--- src/hw/rtl/text_console_char_writer_defines.svh ---
// assertion macros for the text console character writer
`ifndef TEXT_CONSOLE_CHAR_WRITER_DEFINES_SVH
`define TEXT_CONSOLE_CHAR_WRITER_DEFINES_SVH

// same-cycle implication, sampled on clk, off during reset
`define TXCW_ASSERT_NOW(label, ante, cons, msg) \
  label: assert property (@(posedge clk) disable iff (rst) (ante) |-> (cons)) else $error(msg);

// next-cycle implication, sampled on clk, off during reset
`define TXCW_ASSERT_NEXT(label, ante, cons, msg) \
  label: assert property (@(posedge clk) disable iff (rst) (ante) |=> (cons)) else $error(msg);

`endif

--- src/hw/rtl/txcw_pkg.sv ---
// shared types and constants of the text console character writer
package txcw_pkg;

  typedef enum logic {
    OP_PUT  = 1'b0,
    OP_READ = 1'b1
  } op_t;

  typedef enum logic {
    REG_TEXT_ATTRIBUTE = 1'b0,
    REG_SCROLL_ENABLE  = 1'b1
  } cfg_reg_t;

  localparam int unsigned CELL_W = 16;
  localparam int unsigned CFG_W  = 8;

  localparam logic [7:0] CHAR_BACKSPACE = 8'd8;
  localparam logic [7:0] CHAR_TAB       = 8'd9;
  localparam logic [7:0] CHAR_LF        = 8'd10;
  localparam logic [7:0] CHAR_CR        = 8'd13;
  localparam logic [7:0] CHAR_SPACE     = 8'h20;

  localparam logic [7:0] ATTR_RESET   = 8'h0F;
  localparam logic       SCROLL_RESET = 1'b1;

  typedef struct packed {
    op_t        op;
    logic [7:0] char_code;
    logic [4:0] cell_row;
    logic [6:0] cell_column;
  } in_t;

  typedef struct packed {
    logic [6:0]  cursor_column;
    logic [4:0]  cursor_row;
    logic [7:0]  read_char;
    logic [7:0]  read_attr;
    logic        scrolled;
    logic [15:0] line_count;
  } out_t;

  typedef struct packed {
    logic [7:0] text_attribute;
    logic       scroll_enable;
  } cfg_t;

endpackage

--- src/hw/rtl/txcw_ctrl.sv ---
// op sequencer: cursor, line counter, ring row offset and screen memory accesses
module txcw_ctrl #(
  parameter int unsigned COLUMNS = 80,
  parameter int unsigned ROWS    = 25,
  parameter int unsigned ADDR_W  = 11
) (
  input  logic                        clk,
  input  logic                        rst,
  input  logic                        in_valid,
  output logic                        in_ready,
  input  txcw_pkg::in_t               in_data,
  input  txcw_pkg::cfg_t              cfg,
  output logic                        res_valid,
  input  logic                        res_ready,
  output txcw_pkg::out_t              res,
  output logic                        mem_we,
  output logic                        mem_re,
  output logic [ADDR_W-1:0]           mem_addr,
  output logic [txcw_pkg::CELL_W-1:0] mem_wdata,
  input  logic [txcw_pkg::CELL_W-1:0] mem_rdata
);
  import txcw_pkg::*;

  localparam int unsigned COL_W = $clog2(COLUMNS);
  localparam int unsigned ROW_W = $clog2(ROWS);
  localparam int unsigned CELLS = COLUMNS * ROWS;

  typedef enum logic [3:0] {
    S_CLEAR,
    S_IDLE,
    S_PUT,
    S_PUT_NEXT,
    S_LINE,
    S_SCROLL,
    S_LSPACE,
    S_READ,
    S_DONE
  } state_t;

  state_t            state;
  logic [COL_W-1:0]  cx;
  logic [ROW_W-1:0]  cy;
  logic [ROW_W-1:0]  top_row;
  logic [15:0]       line_cnt;
  logic [ADDR_W-1:0] sweep;
  logic [1:0]        tab_left;
  logic              scr;
  in_t               item;
  logic [7:0]        put_char;

  logic [COL_W:0]    nx;
  logic [ROW_W-1:0]  sel_row;
  logic [COL_W-1:0]  sel_col;
  logic [ROW_W:0]    row_sum;
  logic [ROW_W-1:0]  phys_row;
  logic              rd_ok;

  assign nx    = {1'b0, cx} + 1'b1;
  assign rd_ok = (32'(item.cell_row) < ROWS) && (32'(item.cell_column) < COLUMNS);

  // a tab puts spaces
  assign put_char = (item.char_code == CHAR_TAB) ? CHAR_SPACE : item.char_code;

  // logical row to physical row through the ring offset
  always_comb begin
    sel_row = cy;
    sel_col = cx;
    case (state)
      S_PUT_NEXT: sel_col = nx[COL_W-1:0];
      S_SCROLL: begin
        sel_row = ROW_W'(ROWS - 1);
        sel_col = sweep[COL_W-1:0];
      end
      S_LSPACE:   sel_col = '0;
      S_READ: begin
        sel_row = ROW_W'(item.cell_row);
        sel_col = COL_W'(item.cell_column);
      end
      default: ;
    endcase
    row_sum = {1'b0, sel_row} + {1'b0, top_row};
    if (row_sum >= (ROW_W+1)'(ROWS)) begin
      phys_row = ROW_W'(row_sum - (ROW_W+1)'(ROWS));
    end else begin
      phys_row = row_sum[ROW_W-1:0];
    end
  end

  always_comb begin
    mem_we    = 1'b0;
    mem_re    = 1'b0;
    mem_wdata = {cfg.text_attribute, CHAR_SPACE};
    mem_addr  = ADDR_W'(32'(phys_row) * COLUMNS + 32'(sel_col));
    case (state)
      S_CLEAR: begin
        mem_we    = 1'b1;
        mem_addr  = sweep;
        mem_wdata = '0;
      end
      S_PUT: begin
        mem_we    = 1'b1;
        mem_wdata = {cfg.text_attribute, put_char};
      end
      S_PUT_NEXT: mem_we = (32'(nx) < COLUMNS);
      S_SCROLL: begin
        mem_we    = 1'b1;
        mem_wdata = '0;
      end
      S_LSPACE:   mem_we = 1'b1;
      S_READ:     mem_re = 1'b1;
      default: ;
    endcase
  end

  assign in_ready  = (state == S_IDLE);
  assign res_valid = (state == S_DONE);

  always_comb begin
    res.cursor_column = 7'(cx);
    res.cursor_row    = 5'(cy);
    res.scrolled      = scr;
    res.line_count    = line_cnt;
    if (item.op == OP_READ && rd_ok) begin
      res.read_char = mem_rdata[7:0];
      res.read_attr = mem_rdata[15:8];
    end else begin
      res.read_char = '0;
      res.read_attr = '0;
    end
  end

  always_ff @(posedge clk) begin
    if (rst) begin
      state    <= S_CLEAR;
      cx       <= '0;
      cy       <= '0;
      top_row  <= '0;
      line_cnt <= '0;
      sweep    <= '0;
      tab_left <= '0;
      scr      <= 1'b0;
    end else begin
      case (state)
        S_CLEAR: begin
          sweep <= sweep + 1'b1;
          if (sweep == ADDR_W'(CELLS - 1)) begin
            state <= S_IDLE;
          end
        end
        // tab_left is already zero whenever the sequencer is idle
        S_IDLE: begin
          if (in_valid) begin
            item <= in_data;
            scr  <= 1'b0;
            if (in_data.op == OP_READ) begin
              state <= S_READ;
            end else begin
              case (in_data.char_code)
                CHAR_TAB: begin
                  tab_left <= 2'd2;
                  state    <= S_PUT;
                end
                CHAR_BACKSPACE: begin
                  if (cx != '0) begin
                    cx <= cx - 1'b1;
                  end
                  state <= S_DONE;
                end
                CHAR_CR: begin
                  cx    <= '0;
                  state <= S_DONE;
                end
                CHAR_LF: begin
                  cx    <= '0;
                  state <= S_LINE;
                end
                default: state <= S_PUT;
              endcase
            end
          end
        end
        S_PUT: state <= S_PUT_NEXT;
        S_PUT_NEXT: begin
          if (32'(nx) < COLUMNS) begin
            cx <= nx[COL_W-1:0];
            if (tab_left != '0) begin
              tab_left <= tab_left - 1'b1;
              state    <= S_PUT;
            end else begin
              state <= S_DONE;
            end
          end else begin
            cx    <= '0;
            state <= S_LINE;
          end
        end
        S_LINE: begin
          line_cnt <= line_cnt + 1'b1;
          sweep    <= '0;
          if (cy == ROW_W'(ROWS - 1)) begin
            if (cfg.scroll_enable) begin
              scr     <= 1'b1;
              top_row <= (top_row == ROW_W'(ROWS - 1)) ? '0 : top_row + 1'b1;
              state   <= S_SCROLL;
            end else begin
              state <= S_LSPACE;
            end
          end else begin
            cy    <= cy + 1'b1;
            state <= S_LSPACE;
          end
        end
        S_SCROLL: begin
          sweep <= sweep + 1'b1;
          if (sweep[COL_W-1:0] == COL_W'(COLUMNS - 1)) begin
            state <= S_LSPACE;
          end
        end
        S_LSPACE: begin
          if (tab_left != '0) begin
            tab_left <= tab_left - 1'b1;
            state    <= S_PUT;
          end else begin
            state <= S_DONE;
          end
        end
        S_READ: state <= S_DONE;
        S_DONE: begin
          if (res_ready) begin
            state <= S_IDLE;
          end
        end
        default: state <= S_IDLE;
      endcase
    end
  end

endmodule

--- config.mk ---
export PLATFORM = sky130hd
export DESIGN_NAME = txcw_ctrl
export DESIGN_NICKNAME = d
export VERILOG_FILES = /design/src/hw/rtl/text_console_char_writer_defines.svh /design/src/hw/rtl/txcw_pkg.sv /design/src/hw/rtl/txcw_ctrl.sv
export SDC_FILE = /design/constraint.sdc
export NUM_CORES = 1
export LEC_CHECK = 0
export BUFFER_PORTS_ARGS = -buffer_cell sky130_fd_sc_hd__buf_4
export CORE_ASPECT_RATIO = 1.5
export CORE_MARGIN = 2
export CORE_UTILIZATION = 45
export CTS_CLUSTER_DIAMETER = 200
export DETAILED_ROUTE_END_ITERATION = 8
export PLACE_DENSITY = 0.75
export SYNTH_ARGS = -nofsm -noshare
export SYNTH_HDL_FRONTEND = slang
export SYNTH_SLANG_ARGS = --single-unit
--- constraint.sdc ---
create_clock -name clk -period 11.7 [get_ports clk]
set_input_delay 0 -clock clk [delete_from_list [all_inputs] [get_ports clk]]
set_output_delay 0 -clock clk [all_outputs]
set_load 0.05 [all_outputs]
==> results.sh <==
export IMPL_status="completed"
export IMPL_ys_ff_latch=72
export IMPL_avgViaCountPerCell=5.59
export IMPL_ioPinCount=126
export IMPL_vias=4952
export IMPL_grt_use_met1_pct=25.9
export IMPL_worst_ep_required_time_ps=11700
export IMPL_fin_setup_tns_ps=0
export IMPL_die_h_um=133
export IMPL_hold_slack_ps=22.6
export IMPL_utilization_pct=60.0
export IMPL_cp_slowest_cell="dfxtp_1"
export IMPL_grt_max_degree=51
export IMPL_syn_num_nets=685
export IMPL_cap_violations=0
export IMPL_core_area_um2=10900
export IMPL_clockRootBuffer="clkbuf_16"
export IMPL_globalRouteMet2Util_pct=44.2
export IMPL_async_reset_ff_share_pct=0
export IMPL_seqPwrFrac_pct=41.9
export IMPL_synth_xor_area_share_pct=6.65
export IMPL_yosysSeqAreaShare_pct=33.0
export IMPL_gp_congestion=0.913
export IMPL_finClkSkew_ps=7.59
export IMPL_slowest_delay_ps=810
export IMPL_postSynthCellCount=604
export IMPL_r2r_end="cx[4]"
export IMPL_wl_per_cell_um=16.0
export IMPL_synthTopCellsByArea="dfxtp_1, edfxtp_1, ha_1"
export IMPL_cts_tree="done"
export IMPL_final_cell_mix="buf_4, nor2_1, nand2_1, dfxtp_1, a21oi_1"
export IMPL_antenna_found_initial=0
export IMPL_preCtsSetupSlack_ps=5790
export IMPL_hp_start="in_valid"
export IMPL_finalPower_mw=0.616
export IMPL_path_class="reg2out"
export IMPL_dp_cells=848
export IMPL_yosysTopAreaCell="dfxtp_1"
export IMPL_finalInstanceArea_um2=6570
export IMPL_first_pass_iters=5
export IMPL_p_sw_share_pct=20.8
export IMPL_holdPathStages=4
export IMPL_fp_dieW_um=90.1
export IMPL_cellLeakagePower_nw=2.79
export IMPL_synth_compound_area_share_pct=18.9
export IMPL_setup_worst_path_start_class="register"
export IMPL_rows=47
export IMPL_cp_arrival_ps=6340
export IMPL_hp_class="in2reg"
export IMPL_synth_top_area_share_pct=20.4
export IMPL_fp_dieArea_um2=12000
export IMPL_setup_slack_ps=5360
export IMPL_final_cells=886
export IMPL_power_density_nw_per_um2=93.8
export IMPL_first_global_vias=4826
export IMPL_period_needed_ps=6340
export IMPL_ir_drop_mv=0.0828
export IMPL_antennaDiodeCount=0
export IMPL_clk_pin_slew_ps=60
export IMPL_cp_end_kind="output pin"
export IMPL_synthDistinctLibCells=75
export IMPL_rsz0062_at_grt="false"
export IMPL_finalSetupViolCount=0
export IMPL_grt_ovfl_total=0
export IMPL_ys_flop_type="dfxtp_1"
export IMPL_port_buffers=125
export IMPL_critPathTopFamily="adder cells"
export IMPL_power_switching_mw=0.128
export IMPL_synth_edf_count=21
export IMPL_worst_slew_pin_slew_ps=870
export IMPL_hold_viol=0
export IMPL_reg2reg_depth=6
export IMPL_muxShareOfSynthArea_pct=1.40
export IMPL_placedInstanceArea_um2=6000
export IMPL_yosys_warnings=0
export IMPL_intPower_mw=0.488
export IMPL_clockBufferDepth=2
export IMPL_synth_simple_gate_area_share_pct=27.8
export IMPL_synth_top_family_by_area="simple AND/OR/NAND/NOR gates"
export IMPL_drt_wl_total_mm=14.2
export IMPL_slew_violations=0
export IMPL_synth_avg_cell_area_um2=8.29
export IMPL_synthAdderAreaFrac_pct=8.20
export IMPL_timing_final_crit_share_pct=54.2
export IMPL_cts_inserted_buffers=9
export IMPL_synthToLayoutAreaGrowth_pct=31.2
export IMPL_grt_pass1_wl_mm=23.0
export IMPL_timing_slew_headroom_pct=41.9
export IMPL_crit_fanout=25
export IMPL_holdPathEnd="scr"
export IMPL_drtIter0Drc=265
export IMPL_r2r_slack_ps=8970
export IMPL_hpwl_mm=10.6
export IMPL_gr_usage_all_layers_pct=23.5
export IMPL_initial_core_util_pct=45.8
export IMPL_insertion_delay_ps=340
export IMPL_pwr_share_clk_pct=51.4
export IMPL_post_cts_buffers=0
export IMPL_syn_cell_area_um2=5000
export IMPL_grt_busiest_layer="met2"
export IMPL_mostFrequentLayoutCell="buf_4"
export IMPL_drive_gt1_share_pct=22.1
export IMPL_route_detailed_drc=0
export IMPL_h_tree_depth=3
export IMPL_crit_buf_inv=3
export IMPL_crit_top_cell="ha_1"
export IMPL_fmax_mhz=158
export IMPL_layout_nets=815
export IMPL_postRouteAntennaNets=0
export IMPL_cts_sinks=72
export IMPL_grt_util_met3_pct=3.51
export IMPL_combPwrFrac_pct=6.6
export IMPL_r2r_start="state[1]"
export IMPL_worstPathCellList="nor2b_1 > nand2_1 > nand2_1 > o21ai_0 > ha_1 > fa_1 > inv_1 > ha_1 > inv_1 > or2_2 > nor2_1 > o31ai_2 > o31ai_1 > xor2_1 > ha_1 > ha_1 > fa_1 > o211ai_1 > o41ai_1 > a311oi_1 > xor2_1 > o21ai_0 > buf_4"
worst max path at each step:
stage | slack, ps | from | depth (start not counted) | end
after global placement | 6200 | state[0] | 23 | mem_addr[10]
final | 5360 | state[0] | 23 | mem_addr[10]
after global routing | 4920 | state[0] | 23 | mem_addr[10]
after floorplan | 5820 | state[0] | 24 | mem_addr[10]
after detailed placement | 5790 | state[0] | 23 | mem_addr[10]
after CTS | 5440 | state[0] | 23 | mem_addr[10]
registers in the layout (all words and copies together), names as in the netlist:
name / flops
sweep: 11
state: 4
cy: 5
top_row: 5
tab_left: 2
item: 21
cx: 7
scr: 1
line_cnt: 16
Yosys cell counts, types with 5 or more instances:
master    instances
nand2b_1          6
a211oi_1          7
nor2b_1          18
xnor2_1          11
edfxtp_1         21
buf_2             9
and2_1           21
a21oi_1          42
nor2_1           73
nor3_1           11
dfxtp_1          51
o21ai_0          41
a21o_1            5
inv_1            17
clkbuf_1         12
ha_1             28
nand3_1          16
buf_1             5
a31oi_1           6
nand4_1           7
nand2_1          60
xor2_1           27
and3_1           15
mux2i_1           7
area by class of cell:
class                      instances  area [um^2]
clock buffer                      10          229
inverter                          17         63.8
multi-input combinational        485         3150
clock inverter                     6          116
tap                              147          184
timing repair buffer             149         1170
fill                             986         4370
sequential                        72         1650
logic make-up (layout without fill, tap and decap cells):
family          after synthesis  in the layout
simple gates                263            263
mux                           7              7
fa+ha+maj                    31             31
buf+inv                      47            182
compound gates              146            146
flops                        72             72
xor+xnor                     38             38
routing by layer:
layer,vias up,share of wire [%]
li1,2415,-
met1,2365,39
met2,137,54
met3,35,4.0
met4,0,2.8
met5,-,0
worst reg2reg max path: cells and delay by family, from the launching register on:
kind            cells  cell delay (ps)
compound gates      3              760
flops               1              890
simple gates        3              930
power groups by stage:
stage	Combinational (mW)	Sequential [mW]	Clock [mW]
3_3_place_gp	0.0339	0.264	0
2_1_floorplan	0.0154	0.263	0
6_report	0.0409	0.258	0.317
5_1_grt	0.0432	0.258	0.333
4_1_cts	0.0408	0.258	0.322
3_5_place_dp	0.0345	0.264	0
what timing repair did:
action / in CTS / in global routing
resized for setup: 0 / 0
hold buffers: 22 / 0
endpoints found under the setup margin: 0 / 0
endpoints found under the hold margin: 22 / 0
No activity file was read; power rests on OpenSTA's default activity.
